### config.mk
export PLATFORM = sky130hd
export DESIGN_NAME = cache_entry_table_lfu_eviction
export DESIGN_NICKNAME = d
export VERILOG_FILES = /design/src/hw/rtl/cetl_pkg.sv /design/src/hw/rtl/cache_entry_table_lfu_eviction.sv /design/src/hw/rtl/cetl_divider.sv /design/src/hw/rtl/cetl_datapath.sv /design/src/hw/rtl/cetl_ctrl.sv
export VERILOG_INCLUDE_DIRS = /design/src /design/src/hw/rtl
export SDC_FILE = /design/constraint.sdc
export NUM_CORES = 2
export LEC_CHECK = 0
export BUFFER_PORTS_ARGS = -buffer_cell sky130_fd_sc_hd__buf_2
export CAP_MARGIN = 20
export CORE_ASPECT_RATIO = 1.1
export CORE_MARGIN = 1
export CORE_UTILIZATION = 25
export CTS_CLUSTER_SIZE = 8
export DETAILED_ROUTE_END_ITERATION = 10
export GPL_ROUTABILITY_DRIVEN = 0
export PLACE_DENSITY = 0.4
export SLEW_MARGIN = 20
export SYNTH_ARGS = -nofsm -noshare
export SYNTH_HDL_FRONTEND = slang
export SYNTH_SLANG_ARGS = --single-unit
### constraint.sdc
create_clock -name clock -period 12.7 [get_ports clock]
set_input_delay 0.635 -clock clock [delete_from_list [all_inputs] [get_ports clock]]
set_output_delay 0.635 -clock clock [all_outputs]
set_load 0.01 [all_outputs]
### src/hw/rtl/cache_entry_table_lfu_eviction_assert.svh
// ----------------------------------------------------------------------------
// Cache entry table assertion macros
// Property macros for simulation; they expand to nothing in synthesis.
// ----------------------------------------------------------------------------
`ifndef CACHE_ENTRY_TABLE_LFU_EVICTION_ASSERT_SVH
`define CACHE_ENTRY_TABLE_LFU_EVICTION_ASSERT_SVH

`ifndef SYNTHESIS
// Same-cycle implication.
`define CETL_ASSERT_IMP(name, clk, rst, ante, cons) \
   name: assert property (@(posedge clk) disable iff (rst) (ante) |-> (cons)) \
      else $error("cetl assertion failed");
// Next-cycle implication.
`define CETL_ASSERT_NXT(name, clk, rst, ante, cons) \
   name: assert property (@(posedge clk) disable iff (rst) (ante) |=> (cons)) \
      else $error("cetl assertion failed");
`else
`define CETL_ASSERT_IMP(name, clk, rst, ante, cons)
`define CETL_ASSERT_NXT(name, clk, rst, ante, cons)
`endif

`endif

### src/hw/rtl/cetl_pkg.sv
// ----------------------------------------------------------------------------
// Cache entry table package
// Sizes, request and status codes, controller states and command types.
// ----------------------------------------------------------------------------
package cetl_pkg;

   localparam int TABLE_DEPTH = 16;
   localparam int IDX_BITS    = $clog2(TABLE_DEPTH);
   localparam int CNT_BITS    = $clog2(TABLE_DEPTH + 1);
   localparam int ID_BITS     = 16;
   localparam int TIME_BITS   = 32;
   localparam int USE_BITS    = 16;
   localparam int SCORE_BITS  = 31;
   localparam logic [SCORE_BITS-1:0] SCORE_MAX = {SCORE_BITS{1'b1}};
   localparam logic [USE_BITS-1:0]   USES_MAX  = {USE_BITS{1'b1}};

   // Request codes.
   localparam logic [2:0] REQ_INSERT = 3'd0;
   localparam logic [2:0] REQ_USE    = 3'd1;
   localparam logic [2:0] REQ_REMOVE = 3'd2;
   localparam logic [2:0] REQ_PRUNE  = 3'd3;
   localparam logic [2:0] REQ_EVICT  = 3'd4;

   // Status codes.
   localparam logic [2:0] STAT_OK        = 3'd0;
   localparam logic [2:0] STAT_PRESENT   = 3'd1;
   localparam logic [2:0] STAT_NOT_FOUND = 3'd2;
   localparam logic [2:0] STAT_FULL      = 3'd3;
   localparam logic [2:0] STAT_EMPTY     = 3'd4;

   typedef enum logic [2:0] {
      ST_IDLE, ST_DISPATCH, ST_FIND, ST_AUTO, ST_PRUNE, ST_EV_LOOK, ST_EV_WAIT, ST_EV_END
   } state_type;

   // What the result word carries besides status.
   typedef enum logic [2:0] {
      RES_ZERO, RES_KEY, RES_SLOT, RES_BUMP, RES_NEW, RES_FULL, RES_BEST
   } res_sel_type;

   typedef struct packed {
      logic        load;
      logic        idx_clr;
      logic        idx_inc;
      logic        cand_init;
      logic        cand_inc;
      logic        append;
      logic        bump;
      logic        compact;
      logic        compact_best;
      logic        div_start;
      logic        ev_cmp;
      logic        finish;
      logic [2:0]  res_status;
      res_sel_type res_sel;
   } cmd_type;

   typedef struct packed {
      logic [2:0] req;
      logic       auto_id;
      logic       rm_victim;
      logic       at_end;
      logic       hit;
      logic       cand_hit;
      logic       cand_last;
      logic       full;
      logic       empty;
      logic       expired;
      logic       zero_uses;
      logic       div_done;
      logic       rsp_busy;
   } sts_type;

endpackage

### src/hw/rtl/cache_entry_table_lfu_eviction.sv
// ----------------------------------------------------------------------------
// Cache entry table with least-frequently-used eviction
// Sixteen-entry ordered table serving insert, use, remove, prune and evict.
// ----------------------------------------------------------------------------
//  Channel   Ports    Direction   Contents
//  request   req_*    in          one request word per handshake
//  response  rsp_*    out         one result word per request
//
//  A request is taken only when the controller is idle; the next request may
//  be taken while the previous result word still waits in its register.
//  Insert, use and remove scan one entry per cycle.
//  Auto id insert rescans per rejected candidate.
//  Evict runs the serial divider once per used entry.
//  Reset empties the table at once; no clearing pass is needed.
module cache_entry_table_lfu_eviction (
   input  logic                           clock,
   input  logic                           reset,
   input  logic                           req_valid,
   output logic                           req_ready,
   input  logic [2:0]                     req_type,
   input  logic [cetl_pkg::ID_BITS-1:0]   req_entry_id,
   input  logic                           req_auto_id,
   input  logic [cetl_pkg::TIME_BITS-1:0] req_expiry_time,
   input  logic [cetl_pkg::TIME_BITS-1:0] req_cached_at,
   input  logic                           req_keep_cached_at,
   input  logic [cetl_pkg::USE_BITS-1:0]  req_initial_uses,
   input  logic [cetl_pkg::TIME_BITS-1:0] req_now_time,
   input  logic                           req_remove_victim,
   output logic                           rsp_valid,
   input  logic                           rsp_ready,
   output logic [2:0]                     rsp_status,
   output logic [cetl_pkg::ID_BITS-1:0]   rsp_result_id,
   output logic [cetl_pkg::CNT_BITS-1:0]  rsp_removed_count,
   output logic [cetl_pkg::CNT_BITS-1:0]  rsp_entry_count,
   output logic [cetl_pkg::USE_BITS-1:0]  rsp_use_count
);
   import cetl_pkg::*;

`include "cache_entry_table_lfu_eviction_assert.svh"

   cmd_type cmd;
   sts_type sts;

   cetl_ctrl u_ctrl (
      .clock     (clock),
      .reset     (reset),
      .req_valid (req_valid),
      .req_ready (req_ready),
      .sts       (sts),
      .cmd       (cmd)
   );

   cetl_datapath u_dp (
      .clock              (clock),
      .reset              (reset),
      .cmd                (cmd),
      .sts                (sts),
      .req_type           (req_type),
      .req_entry_id       (req_entry_id),
      .req_auto_id        (req_auto_id),
      .req_expiry_time    (req_expiry_time),
      .req_cached_at      (req_cached_at),
      .req_keep_cached_at (req_keep_cached_at),
      .req_initial_uses   (req_initial_uses),
      .req_now_time       (req_now_time),
      .req_remove_victim  (req_remove_victim),
      .rsp_ready          (rsp_ready),
      .rsp_valid          (rsp_valid),
      .rsp_status         (rsp_status),
      .rsp_result_id      (rsp_result_id),
      .rsp_removed_count  (rsp_removed_count),
      .rsp_entry_count    (rsp_entry_count),
      .rsp_use_count      (rsp_use_count)
   );

   // A taken request leaves the controller busy in the next cycle.
   `CETL_ASSERT_NXT(a_busy_after_take, clock, reset, req_valid && req_ready, !req_ready)
   // Removals are only reported with a success status.
   `CETL_ASSERT_IMP(a_removed_ok, clock, reset, rsp_valid && rsp_removed_count != 0, rsp_status == STAT_OK)
   // An empty-table answer leaves no entries behind.
   `CETL_ASSERT_IMP(a_empty_count, clock, reset, rsp_valid && rsp_status == STAT_EMPTY, rsp_entry_count == 0)

endmodule

### src/hw/rtl/cetl_divider.sv
// ----------------------------------------------------------------------------
// Cache entry table divider
// Restoring radix-2 divider: one quotient bit per cycle, quotient held after.
// ----------------------------------------------------------------------------
module cetl_divider (
   input  logic                           clock,
   input  logic                           reset,
   input  logic                           start,
   input  logic [cetl_pkg::TIME_BITS-1:0] dividend,
   input  logic [cetl_pkg::USE_BITS-1:0]  divisor,
   output logic                           done,
   output logic [cetl_pkg::TIME_BITS-1:0] quotient
);
   import cetl_pkg::*;

   localparam int STEP_BITS = $clog2(TIME_BITS + 1);

   logic                 busy_ff, busy_in, done_ff, done_in;
   logic [STEP_BITS-1:0] cnt_ff, cnt_in;
   logic [USE_BITS-1:0]  rem_ff, rem_in, div_ff, div_in;
   logic [TIME_BITS-1:0] quo_ff, quo_in;
   logic [USE_BITS:0]    trial, diff;

   // One shift and trial subtract per cycle.
   always_comb begin
      trial   = {rem_ff, quo_ff[TIME_BITS-1]};
      diff    = trial - {1'b0, div_ff};
      busy_in = busy_ff;
      done_in = 1'b0;
      cnt_in  = cnt_ff;
      rem_in  = rem_ff;
      div_in  = div_ff;
      quo_in  = quo_ff;
      if (start) begin
         busy_in = 1'b1;
         cnt_in  = STEP_BITS'(TIME_BITS);
         rem_in  = '0;
         div_in  = divisor;
         quo_in  = dividend;
      end else if (busy_ff) begin
         if (!diff[USE_BITS]) begin
            rem_in = diff[USE_BITS-1:0];
            quo_in = {quo_ff[TIME_BITS-2:0], 1'b1};
         end else begin
            rem_in = trial[USE_BITS-1:0];
            quo_in = {quo_ff[TIME_BITS-2:0], 1'b0};
         end
         cnt_in = cnt_ff - 1'b1;
         if (cnt_ff == STEP_BITS'(1)) begin
            busy_in = 1'b0;
            done_in = 1'b1;
         end
      end
   end

   always_ff @(posedge clock) begin
      if (reset) begin
         busy_ff <= 1'b0;
         done_ff <= 1'b0;
         cnt_ff  <= '0;
      end else begin
         busy_ff <= busy_in;
         done_ff <= done_in;
         cnt_ff  <= cnt_in;
      end
      rem_ff <= rem_in;
      div_ff <= div_in;
      quo_ff <= quo_in;
   end

   assign done     = done_ff;
   assign quotient = quo_ff;

endmodule

### src/hw/rtl/cetl_datapath.sv
// ----------------------------------------------------------------------------
// Cache entry table datapath
// Entry table, scan index, id candidate, eviction scoring and result word.
// ----------------------------------------------------------------------------
module cetl_datapath (
   input  logic                           clock,
   input  logic                           reset,
   input  cetl_pkg::cmd_type              cmd,
   output cetl_pkg::sts_type              sts,
   input  logic [2:0]                     req_type,
   input  logic [cetl_pkg::ID_BITS-1:0]   req_entry_id,
   input  logic                           req_auto_id,
   input  logic [cetl_pkg::TIME_BITS-1:0] req_expiry_time,
   input  logic [cetl_pkg::TIME_BITS-1:0] req_cached_at,
   input  logic                           req_keep_cached_at,
   input  logic [cetl_pkg::USE_BITS-1:0]  req_initial_uses,
   input  logic [cetl_pkg::TIME_BITS-1:0] req_now_time,
   input  logic                           req_remove_victim,
   input  logic                           rsp_ready,
   output logic                           rsp_valid,
   output logic [2:0]                     rsp_status,
   output logic [cetl_pkg::ID_BITS-1:0]   rsp_result_id,
   output logic [cetl_pkg::CNT_BITS-1:0]  rsp_removed_count,
   output logic [cetl_pkg::CNT_BITS-1:0]  rsp_entry_count,
   output logic [cetl_pkg::USE_BITS-1:0]  rsp_use_count
);
   import cetl_pkg::*;

   // Table storage.
   logic [ID_BITS-1:0]   slot_id_ff[TABLE_DEPTH],   slot_id_in[TABLE_DEPTH];
   logic [TIME_BITS-1:0] slot_time_ff[TABLE_DEPTH], slot_time_in[TABLE_DEPTH];
   logic [TIME_BITS-1:0] slot_exp_ff[TABLE_DEPTH],  slot_exp_in[TABLE_DEPTH];
   logic [USE_BITS-1:0]  slot_uses_ff[TABLE_DEPTH], slot_uses_in[TABLE_DEPTH];
   logic [CNT_BITS-1:0]  fill_ff, fill_in;

   // Latched request.
   logic [2:0]           req_ff;
   logic [ID_BITS-1:0]   key_ff;
   logic                 auto_ff, keep_ff, rmv_ff;
   logic [TIME_BITS-1:0] exp_ff, cached_ff, now_ff;
   logic [USE_BITS-1:0]  init_ff;

   // Scan and scoring state.
   logic [CNT_BITS-1:0]   idx_ff, idx_in, removed_ff, removed_in;
   logic [ID_BITS-1:0]    cand_ff, cand_in;
   logic [IDX_BITS-1:0]   best_idx_ff, best_idx_in;
   logic [SCORE_BITS-1:0] best_score_ff, best_score_in;
   logic [TIME_BITS-1:0]  best_time_ff, best_time_in;
   logic [ID_BITS-1:0]    best_id_ff, best_id_in;
   logic [USE_BITS-1:0]   best_uses_ff, best_uses_in;

   // Result word.
   logic                 rsp_valid_ff, rsp_valid_in;
   logic [2:0]           rsp_status_ff;
   logic [ID_BITS-1:0]   rsp_id_ff, res_id;
   logic [CNT_BITS-1:0]  rsp_removed_ff, rsp_entry_ff;
   logic [USE_BITS-1:0]  rsp_uses_ff, res_uses;

   logic [IDX_BITS-1:0]   rd_idx, ci;
   logic [ID_BITS-1:0]    rd_id, new_id;
   logic [TIME_BITS-1:0]  rd_time, age, quotient;
   logic [USE_BITS-1:0]   rd_uses, bumped;
   logic [SCORE_BITS-1:0] score;
   logic                  div_done, take;

   assign rd_idx  = idx_ff[IDX_BITS-1:0];
   assign rd_id   = slot_id_ff[rd_idx];
   assign rd_time = slot_time_ff[rd_idx];
   assign rd_uses = slot_uses_ff[rd_idx];
   assign bumped  = (rd_uses == USES_MAX) ? rd_uses : rd_uses + 1'b1;
   assign new_id  = auto_ff ? cand_ff : key_ff;
   assign age     = (now_ff >= rd_time) ? now_ff - rd_time : '0;
   assign ci      = cmd.compact_best ? best_idx_ff : rd_idx;

   cetl_divider u_div (
      .clock    (clock),
      .reset    (reset),
      .start    (cmd.div_start),
      .dividend (age),
      .divisor  (rd_uses),
      .done     (div_done),
      .quotient (quotient)
   );

   // Score of the entry under the scan index, saturated.
   always_comb begin
      if (rd_uses == '0) begin
         score = SCORE_MAX;
      end else if (quotient > TIME_BITS'(SCORE_MAX)) begin
         score = SCORE_MAX;
      end else begin
         score = quotient[SCORE_BITS-1:0];
      end
      take = (idx_ff == '0) || (score > best_score_ff) ||
             ((score == best_score_ff) && (rd_time < best_time_ff));
   end

   // Table updates: compaction, append and use count increment.
   always_comb begin
      slot_id_in   = slot_id_ff;
      slot_time_in = slot_time_ff;
      slot_exp_in  = slot_exp_ff;
      slot_uses_in = slot_uses_ff;
      fill_in      = fill_ff;
      if (cmd.compact) begin
         for (int j = 0; j < TABLE_DEPTH - 1; j++) begin
            if (IDX_BITS'(j) >= ci) begin
               slot_id_in[j]   = slot_id_ff[j+1];
               slot_time_in[j] = slot_time_ff[j+1];
               slot_exp_in[j]  = slot_exp_ff[j+1];
               slot_uses_in[j] = slot_uses_ff[j+1];
            end
         end
         fill_in = fill_ff - 1'b1;
      end
      if (cmd.append) begin
         slot_id_in[fill_ff[IDX_BITS-1:0]]   = new_id;
         slot_time_in[fill_ff[IDX_BITS-1:0]] = keep_ff ? cached_ff : now_ff;
         slot_exp_in[fill_ff[IDX_BITS-1:0]]  = exp_ff;
         slot_uses_in[fill_ff[IDX_BITS-1:0]] = init_ff;
         fill_in = fill_ff + 1'b1;
      end
      if (cmd.bump) begin
         slot_uses_in[rd_idx] = bumped;
      end
   end

   // Scan index, candidate id, removal count and best entry.
   always_comb begin
      idx_in        = idx_ff;
      cand_in       = cand_ff;
      removed_in    = removed_ff;
      best_idx_in   = best_idx_ff;
      best_score_in = best_score_ff;
      best_time_in  = best_time_ff;
      best_id_in    = best_id_ff;
      best_uses_in  = best_uses_ff;
      if (cmd.idx_clr) begin
         idx_in = '0;
      end else if (cmd.idx_inc) begin
         idx_in = idx_ff + 1'b1;
      end
      if (cmd.cand_init) begin
         cand_in = ID_BITS'(1);
      end else if (cmd.cand_inc) begin
         cand_in = cand_ff + 1'b1;
      end
      if (cmd.load) begin
         removed_in = '0;
      end else if (cmd.compact) begin
         removed_in = removed_ff + 1'b1;
      end
      if (cmd.ev_cmp && take) begin
         best_idx_in   = rd_idx;
         best_score_in = score;
         best_time_in  = rd_time;
         best_id_in    = rd_id;
         best_uses_in  = rd_uses;
      end
   end

   // Result id, use count and result valid flag.
   always_comb begin
      case (cmd.res_sel)
         RES_KEY: begin
            res_id = key_ff;   res_uses = '0;
         end
         RES_SLOT: begin
            res_id = key_ff;   res_uses = rd_uses;
         end
         RES_BUMP: begin
            res_id = key_ff;   res_uses = bumped;
         end
         RES_NEW: begin
            res_id = new_id;   res_uses = init_ff;
         end
         RES_FULL: begin
            res_id = auto_ff ? '0 : key_ff;   res_uses = '0;
         end
         RES_BEST: begin
            res_id = best_id_ff;   res_uses = best_uses_ff;
         end
         default: begin
            res_id = '0;   res_uses = '0;
         end
      endcase
      rsp_valid_in = rsp_valid_ff;
      if (cmd.finish) begin
         rsp_valid_in = 1'b1;
      end else if (rsp_ready) begin
         rsp_valid_in = 1'b0;
      end
   end

   always_ff @(posedge clock) begin
      if (reset) begin
         fill_ff      <= '0;
         rsp_valid_ff <= 1'b0;
      end else begin
         fill_ff      <= fill_in;
         rsp_valid_ff <= rsp_valid_in;
      end
      slot_id_ff    <= slot_id_in;
      slot_time_ff  <= slot_time_in;
      slot_exp_ff   <= slot_exp_in;
      slot_uses_ff  <= slot_uses_in;
      idx_ff        <= idx_in;
      cand_ff       <= cand_in;
      removed_ff    <= removed_in;
      best_idx_ff   <= best_idx_in;
      best_score_ff <= best_score_in;
      best_time_ff  <= best_time_in;
      best_id_ff    <= best_id_in;
      best_uses_ff  <= best_uses_in;
      if (cmd.load) begin
         req_ff    <= req_type;
         key_ff    <= req_entry_id;
         auto_ff   <= req_auto_id;
         exp_ff    <= req_expiry_time;
         cached_ff <= req_cached_at;
         keep_ff   <= req_keep_cached_at;
         init_ff   <= req_initial_uses;
         now_ff    <= req_now_time;
         rmv_ff    <= req_remove_victim;
      end
      if (cmd.finish) begin
         rsp_status_ff  <= cmd.res_status;
         rsp_id_ff      <= res_id;
         rsp_removed_ff <= removed_in;
         rsp_entry_ff   <= fill_in;
         rsp_uses_ff    <= res_uses;
      end
   end

   // Status toward the controller.
   always_comb begin
      sts.req       = req_ff;
      sts.auto_id   = auto_ff;
      sts.rm_victim = rmv_ff;
      sts.at_end    = (idx_ff == fill_ff);
      sts.hit       = (rd_id == key_ff);
      sts.cand_hit  = (rd_id == cand_ff);
      sts.cand_last = (cand_ff == {ID_BITS{1'b1}});
      sts.full      = (fill_ff == CNT_BITS'(TABLE_DEPTH));
      sts.empty     = (fill_ff == '0);
      sts.expired   = (slot_exp_ff[rd_idx] < now_ff);
      sts.zero_uses = (rd_uses == '0);
      sts.div_done  = div_done;
      sts.rsp_busy  = rsp_valid_ff;
   end

   assign rsp_valid         = rsp_valid_ff;
   assign rsp_status        = rsp_status_ff;
   assign rsp_result_id     = rsp_id_ff;
   assign rsp_removed_count = rsp_removed_ff;
   assign rsp_entry_count   = rsp_entry_ff;
   assign rsp_use_count     = rsp_uses_ff;

endmodule

### src/hw/rtl/cetl_ctrl.sv
// ----------------------------------------------------------------------------
// Cache entry table controller
// Sequences the table scan for each request and issues datapath commands.
// ----------------------------------------------------------------------------
module cetl_ctrl (
   input  logic              clock,
   input  logic              reset,
   input  logic              req_valid,
   output logic              req_ready,
   input  cetl_pkg::sts_type sts,
   output cetl_pkg::cmd_type cmd
);
   import cetl_pkg::*;

   state_type state_ff, state_in;

   // Next state.
   always_comb begin
      state_in = state_ff;
      case (state_ff)
         ST_IDLE: begin
            if (req_valid) state_in = ST_DISPATCH;
         end
         ST_DISPATCH: begin
            if (!sts.rsp_busy) begin
               case (sts.req)
                  REQ_INSERT: state_in = sts.auto_id ? ST_AUTO : ST_FIND;
                  REQ_USE:    state_in = ST_FIND;
                  REQ_REMOVE: state_in = ST_FIND;
                  REQ_PRUNE:  state_in = ST_PRUNE;
                  REQ_EVICT:  state_in = sts.empty ? ST_IDLE : ST_EV_LOOK;
                  default:    state_in = ST_IDLE;
               endcase
            end
         end
         ST_FIND: begin
            if (sts.at_end || sts.hit) state_in = ST_IDLE;
         end
         ST_AUTO: begin
            if (sts.at_end || (sts.cand_hit && sts.cand_last)) state_in = ST_IDLE;
         end
         ST_PRUNE: begin
            if (sts.at_end) state_in = ST_IDLE;
         end
         ST_EV_LOOK: begin
            if (sts.at_end) begin
               state_in = ST_EV_END;
            end else if (!sts.zero_uses) begin
               state_in = ST_EV_WAIT;
            end
         end
         ST_EV_WAIT: begin
            if (sts.div_done) state_in = ST_EV_LOOK;
         end
         ST_EV_END: state_in = ST_IDLE;
         default:   state_in = ST_IDLE;
      endcase
   end

   // Commands.
   always_comb begin
      cmd            = '0;
      cmd.res_status = STAT_OK;
      cmd.res_sel    = RES_ZERO;
      req_ready      = 1'b0;
      case (state_ff)
         ST_IDLE: begin
            req_ready = 1'b1;
            cmd.load  = req_valid;
         end
         ST_DISPATCH: begin
            if (!sts.rsp_busy) begin
               cmd.idx_clr   = 1'b1;
               cmd.cand_init = 1'b1;
               if (sts.req == REQ_EVICT) begin
                  if (sts.empty) begin
                     cmd.finish     = 1'b1;
                     cmd.res_status = STAT_EMPTY;
                  end
               end else if (sts.req != REQ_INSERT && sts.req != REQ_USE &&
                            sts.req != REQ_REMOVE && sts.req != REQ_PRUNE) begin
                  cmd.finish = 1'b1;
               end
            end
         end
         ST_FIND: begin
            if (sts.at_end) begin
               cmd.finish = 1'b1;
               if (sts.req == REQ_INSERT) begin
                  if (sts.full) begin
                     cmd.res_status = STAT_FULL;
                     cmd.res_sel    = RES_FULL;
                  end else begin
                     cmd.append  = 1'b1;
                     cmd.res_sel = RES_NEW;
                  end
               end else begin
                  cmd.res_status = STAT_NOT_FOUND;
                  cmd.res_sel    = RES_KEY;
               end
            end else if (sts.hit) begin
               cmd.finish = 1'b1;
               case (sts.req)
                  REQ_INSERT: begin
                     cmd.res_status = STAT_PRESENT;
                     cmd.res_sel    = RES_SLOT;
                  end
                  REQ_USE: begin
                     cmd.bump    = 1'b1;
                     cmd.res_sel = RES_BUMP;
                  end
                  default: begin
                     cmd.compact = 1'b1;
                     cmd.res_sel = RES_SLOT;
                  end
               endcase
            end else begin
               cmd.idx_inc = 1'b1;
            end
         end
         ST_AUTO: begin
            if (sts.at_end) begin
               cmd.finish = 1'b1;
               if (sts.full) begin
                  cmd.res_status = STAT_FULL;
                  cmd.res_sel    = RES_FULL;
               end else begin
                  cmd.append  = 1'b1;
                  cmd.res_sel = RES_NEW;
               end
            end else if (sts.cand_hit) begin
               if (sts.cand_last) begin
                  cmd.finish     = 1'b1;
                  cmd.res_status = STAT_FULL;
                  cmd.res_sel    = RES_FULL;
               end else begin
                  cmd.cand_inc = 1'b1;
                  cmd.idx_clr  = 1'b1;
               end
            end else begin
               cmd.idx_inc = 1'b1;
            end
         end
         ST_PRUNE: begin
            if (sts.at_end) begin
               cmd.finish = 1'b1;
            end else if (sts.expired) begin
               cmd.compact = 1'b1;
            end else begin
               cmd.idx_inc = 1'b1;
            end
         end
         ST_EV_LOOK: begin
            if (!sts.at_end) begin
               if (sts.zero_uses) begin
                  cmd.ev_cmp  = 1'b1;
                  cmd.idx_inc = 1'b1;
               end else begin
                  cmd.div_start = 1'b1;
               end
            end
         end
         ST_EV_WAIT: begin
            if (sts.div_done) begin
               cmd.ev_cmp  = 1'b1;
               cmd.idx_inc = 1'b1;
            end
         end
         ST_EV_END: begin
            cmd.finish       = 1'b1;
            cmd.res_sel      = RES_BEST;
            cmd.compact      = sts.rm_victim;
            cmd.compact_best = 1'b1;
         end
         default: begin
            cmd = '0;
         end
      endcase
   end

   always_ff @(posedge clock) begin
      if (reset) begin
         state_ff <= ST_IDLE;
      end else begin
         state_ff <= state_in;
      end
   end

endmodule

* Yosys cells after proc, flatten, opt, wreduce, memory -nomap -nowiden
Cells that the tools add are included.
** Word-level totals
- Output and inout bits :: 47
- Logic and storage cells :: 379
- Register bits after elaboration :: 1921
** Cells by class
- Add/sub/neg operators :: 9
- $lt $le $gt $ge :: 24
- Bitwise logic cells :: 3
- Eq/ne operators :: 35
- Mux-type cells :: 186
- Reductions and logical operators :: 26
** Operators with widths (count)
- $mux W32 :: 39
- $bwmux W512 :: 2
- $mux W512 :: 2
- $mux W480 :: 2
- $bwmux W256 :: 3
- $mux W256 :: 3
- $mux W16 :: 40
- $mux W240 :: 2
- $bmux W32 S4 :: 2
- $bmux W16 S4 :: 2
- $demux W16 S4 :: 2
- $demux W32 S4 :: 1
- $pmux W16 S4 :: 2
- $lt A32 B32 Y1 :: 2
- $mux W31 :: 2
- $mux W1 :: 42
- $mux W7 :: 5
- $add A16 B1 Y16 const B :: 2
- $eq A16 B16 Y1 :: 2
- $eq A16 B16 Y1 const B :: 2
- $ge A32 B32 Y1 :: 1
- $gt A32 B31 Y1 const B :: 1
- $sub A32 B32 Y32 :: 1
- $eq A31 B31 Y1 :: 1
- other kinds (44) :: 120

* Longest topological paths before layout
- Word-level depth :: 13
- Gate-level depth with buffers :: 28
- Mapped depth without buffers :: 19

* Hierarchy
Synthesis repeated with hierarchy kept, for this count alone.
** Second synthesis, totals
- Cells, all modules :: 9634
- Area, all modules :: 95988.3 µm²
** Modules (own cells, without submodules)
- cetl_datapath :: seq. area each 40538.9 µm², area an instance 91525.3 µm², cells an instance 9195, instances 1
- cetl_divider :: seq. area each 1921.8 µm², area an instance 3773.6 µm², cells an instance 343, instances 1
- cetl_ctrl :: seq. area each 60.1 µm², area an instance 689.4 µm², cells an instance 96, instances 1

* Least setup slack after synthesis
OpenSTA, ideal clock, no wires.
- Path kind :: register to register
- Start :: reg u_dp.idx_ff[0]
- End :: reg u_dp.best_id_ff[0] (enable)
- Arrival time :: 10.339 ns
- Stages on the path, launching flop included :: 22
- Data required time :: 12.084 ns
- Setup slack :: 1.745 ns
- Path buffers :: 8
- Cell sequence :: dfxtp_1 > buf_2 > buf_2 > buf_2 > buf_4 > buf_2 > buf_2 > clkbuf_1 > buf_1 > mux4_2 > mux4_2 > ha_1 > a21o_1 > a21o_1 > a21o_1 > a21o_1 > a21oi_1 > nor2b_1 > o21ai_0 > nand2_1 > a211o_1 > a31oi_1
** Between the ends
- Elaborated cells on any way between the ends :: 21
- Those cells by class :: order compare (2); eq/ne (2); mux (10); bitwise (1); reduce/logical (6)
** RTL lines
- start: declaration :: line cetl_datapath.sv:44 : logic [CNT_BITS-1:0] idx_ff, idx_in, removed_ff, removed_in;
- start signal: assignment :: line cetl_datapath.sv:207 : idx_ff <= idx_in;
- $not A4 Y5 (not written as such) :: line cetl_datapath.sv:68 : assign rd_time = slot_time_ff[rd_idx];
- $bmux W32 S4 :: line cetl_datapath.sv:68
- $mux W32 (not written as such) (2 in a row) :: line cetl_datapath.sv:68
- net u_dp.rd_time[9] :: line cetl_datapath.sv:61 : logic [TIME_BITS-1:0] rd_time, age, quotient;
- $lt A32 B32 Y1 :: line cetl_datapath.sv:95 : ((score == best_score_ff) && (rd_time < best_time_ff));
- $logic_and A1 B1 Y1 :: line cetl_datapath.sv:95
- $logic_or A1 B1 Y1 :: line cetl_datapath.sv:94 : take = (idx_ff == '0) || (score > best_score_ff) ||
- $logic_and A1 B1 Y1 :: line cetl_datapath.sv:153 : if (cmd.ev_cmp && take) begin
- end signal: assignment :: line cetl_datapath.sv:213 : best_id_ff <= best_id_in;
- end: declaration :: line cetl_datapath.sv:49 : logic [ID_BITS-1:0] best_id_ff, best_id_in;
The timed path passes the listed nets, and every way through them passes these cells. The select of a mux whose other input is x is not followed.
A chain may end at the register's enable or synchronous reset.

* Worst setup path after layout
- Start :: reg u_dp.idx_ff[0]
- End :: reg u_dp.best_uses_ff[11] (enable)
** Between the ends
- Longest elaborated chain between the ends :: 10
- Elaborated cells on any way between the ends :: 21
- Those cells by class :: order compare (2); eq/ne (2); mux (10); bitwise (1); reduce/logical (6)
** RTL lines
- $not A4 Y5 (not written as such) * :: line cetl_datapath.sv:69 : assign rd_uses = slot_uses_ff[rd_idx];
- $bmux W16 S4 * :: line cetl_datapath.sv:69
- $mux W16 (not written as such) * (2 in a row) :: line cetl_datapath.sv:69
- net u_dp.rd_uses[0] :: line cetl_datapath.sv:62 : logic [USE_BITS-1:0] rd_uses, bumped;
- $logic_not A16 Y1 * :: line cetl_datapath.sv:87, cetl_datapath.sv:247
- $mux W31 :: line cetl_datapath.sv:87 : if (rd_uses == '0) begin
- $gt A31 B31 Y1 or $eq A31 B31 Y1 (tied branches) :: line cetl_datapath.sv:94, cetl_datapath.sv:95
- $logic_or A1 B1 Y1 or $logic_and A1 B1 Y1 (tied branches) :: line cetl_datapath.sv:94, cetl_datapath.sv:95
- $logic_or A1 B1 Y1 :: line cetl_datapath.sv:94
- $logic_and A1 B1 Y1 * :: line cetl_datapath.sv:153
- end signal: assignment :: line cetl_datapath.sv:214 : best_uses_ff <= best_uses_in;
- end: declaration :: line cetl_datapath.sv:50 : logic [USE_BITS-1:0] best_uses_ff, best_uses_in;
The timed path passes the listed nets; every way through them passes the cells marked *. The select of a mux whose other input is x is not followed.

==> metrics <==
mean post-synth cell area 10.41 um2; Period minus WS final 9099 ps; die area 393700 um2; clk buf depth 4; RSZ-0062 raised after global routing false; initial antenna violation count 20; detailed-placement wirelength estimate 227200 um; final setup fails 0; xor and xnor fraction of the mapped netlist area 1.191%; Arr. time, crit path 9610 ps; aggregate global-route resource usage 19.02%; Initial Util 25.15%; register area share after synthesis 43.47%; WL met1 178100 um; count leader, synth mux2i_1; Initial DRC Count 6309; cell area after synthesis 97810 um2; WP data required 13210 ps; Avg WL per Cell 26.33 um; Tot Pwr 16.38 mW; setup_tns 0 ps; Die H 658.0 um; mux cell area share after synthesis 28.35%; met3 WL 18630 um; highest metal used met5; EDFF count, synth 406; Worst Hold Class input port to flop; Synth Area in Simple Gates 8.717%; Pre-antenna DRT Iters 9; post-route ant nets 0; CTS sink cnt 1921; P&R area growth vs syn 15.49%; Die W 598.4 um; Skew-Pair Late Insertion Delay 910 ps; Worst setup SP type flop; placed cells 14130; Port Buffers 184; post-synthesis compound-gate area fraction 11.65%; critical path capture point u_dp.best_uses_ff[11]$_DFFE_PP_; largest family of logic cells by synthesized area multiplexers; area of the multi-input gates 51200 um2; net count after synthesis 9688; Fmax 109.9 MHz; maximum fanout along the worst path 52; Worst Setup SP u_dp.idx_ff[0]$_SDFFE_PP0P_; worst r2r src u_dp.idx_ff[0]$_SDFFE_PP0P_; Clock Skew 46.58 ps; ranking of synthesized cells by area dfxtp_1 (31%), mux2i_1 (16%), edfxtp_1 (12%), mux4_2 (11%), a21oi_1 (5.1%); CTS tree yes; drt total wl 387600 um; status finished, final reports clean; post-CTS sizing 0; final std cells w/o fill 14720; WS Path Type flop to flop; Synth Register Bits 1921; Lkg Pwr 49.78 nW; synth warn 0; Root Driver clkbuf_16; CTS Buf Count 283; CP endpoint kind flop; Worst R2R End u_dp.best_uses_ff[11]$_DFFE_PP_; Gate Count Post-Synth 9393; IO Count 185; Synth async-reset ratio 0%; DRC Markers 0; vias 74220; WL met2 180900 um; vias in the first global route 73340; post-synth top area share 31.01%; crit share post-route 71.65%; post-synth cell types 90; Reg area 42540 um2; final hold vios 0; # rows 240; flop2flop setup slack 3600 ps; peak supply drop 0.09113 mV; H-Tree Depth 5; max_slew headroom 21.58%; top post-synthesis cells by count mux2i_1 (1557), dfxtp_1 (1515), nor2_1 (1170), a21oi_1 (990), o21ai_0 (510); final number of max-transition violations 0; vias per cell 5.042; first-pass GRT wire length 547500 um; nets 9638; Fill cells 40070; share of cells above drive strength 1 14.22%; number of max-cap violations 0; reg2reg path depth 18; Adder-Cell Fraction of Synth Area 2.024%; Main synth FF type dfxtp_1; worst slew pin tran 1171 ps; Congestion Overflow GR 0; CTS clk-pin slew, worst paths 50 ps; area leader, netlist dfxtp_1; Core Footprint 388900 um2; largest net degree at the start of global routing 141; power per cell area 145.0 nW/um2
stage by stage:
step	cell area [um2]	setup WS (ps)	utilization, %	hold slack (ps)
after floorplan	97810	1745	-	402.9
after global placement	103400	3578	26.58	474.6
after detailed placement	103400	3532	26.60	485.3
after CTS	112900	3477	29.02	9.781
after global routing	112900	3145	29.04	56.43
final	113000	3601	29.05	78.82
timing repair:
item / CTS / global route
setup buffers: 0 / 0
endpoints found under the hold margin: 134 / 0
hold buffers: 134 / 0
cell usage in the layout, fill, tap and decap left out, types with 137 or more instances in the layout:
cell type,instances
buf_2,184
nand2_1,498
o21ai_0,509
edfxtp_1,406
dfxtp_1,1511
nor2_1,1169
inv_1,192
buf_4,137
a21oi_1,989
mux4_2,476
ha_1,155
mux2i_1,1557
clkbuf_16,290
metal layers:
metal  global-route usage [%]  vias up
met5                        0        -
li1                         -    34050
met3                    2.353      504
met1                    26.19    37560
met4                    4.941        8
met2                    31.30     2091
kinds of logic after synthesis:
family                   after synthesis
AO/OA/AOI/OAI                       1995
XOR/XNOR                             133
adder cells (fa/ha/maj)              157
buffers and inverters               1015
flip-flops                          1921
multiplexers                        2159
AND/OR/NAND/NOR                     2013
critical path, cell delays in order (launching register included):
cell,delay (ps)
dfxtp_4,910
buf_4,850
mux4_2,600
mux4_2,620
inv_1,160
ha_1,190
nor4b_1,230
nand4_1,340
and2_1,320
buf_4,250
nor2b_1,250
ha_1,290
nand4_1,70
or4_1,570
or3_1,410
a211o_1,340
a31oi_4,600
buf_4,740
buf_4,710
worst min-delay path by stage:
stage	end	cells after the start	slack (ps)	startpoint
2_1_floorplan	u_dp.best_idx_ff[2]$_DFFE_PP_	0	400	u_dp.idx_ff[2]$_SDFFE_PP0P_
3_5_place_dp	u_dp.u_div.cnt_ff[0]$_SDFFE_PP0P_	2	490	u_dp.u_div.cnt_ff[0]$_SDFFE_PP0P_
3_3_place_gp	u_dp.u_div.cnt_ff[0]$_SDFFE_PP0P_	2	470	u_dp.u_div.cnt_ff[0]$_SDFFE_PP0P_
4_1_cts	u_dp.rsp_valid$_SDFFE_PP0P_	2	10	reset
5_1_grt	u_dp.rsp_valid$_SDFFE_PP0P_	2	60	reset
6_report	u_dp.rsp_valid$_SDFFE_PP0P_	2	80	reset
state kept, by name (all words and copies together) (netlist names), 31 cells and up, named ones only:
name,count
u_dp.exp_ff,32
u_dp.cached_ff,32
u_dp.best_score_ff,31
u_dp.slot_uses_ff,256
u_dp.slot_id_ff,240
u_dp.best_time_ff,32
u_dp.slot_exp_ff,480
u_dp.u_div.quotient,32
u_dp.now_ff,32
u_dp.slot_time_ff,480
report_power, final:
part	switching, mW	internal (mW)	leakage [nW]
Clock	2.97	4.22	3.89
Combinational	1.45	0.915	29.9
Sequential	0.280	6.54	16.0
cell type report:
type | count | area share (%)
multi-input combinational | 6457 | 45.33
sequential | 1921 | 37.66
clock buffer | 428 | 6.936
tap | 5203 | 5.763
timing repair buffer | 485 | 3.439
inverter | 195 | 0.6546
clock inverter | 23 | 0.2082
antenna | 6 | 0.01329
No activity file was read; power rests on OpenSTA's default activity.
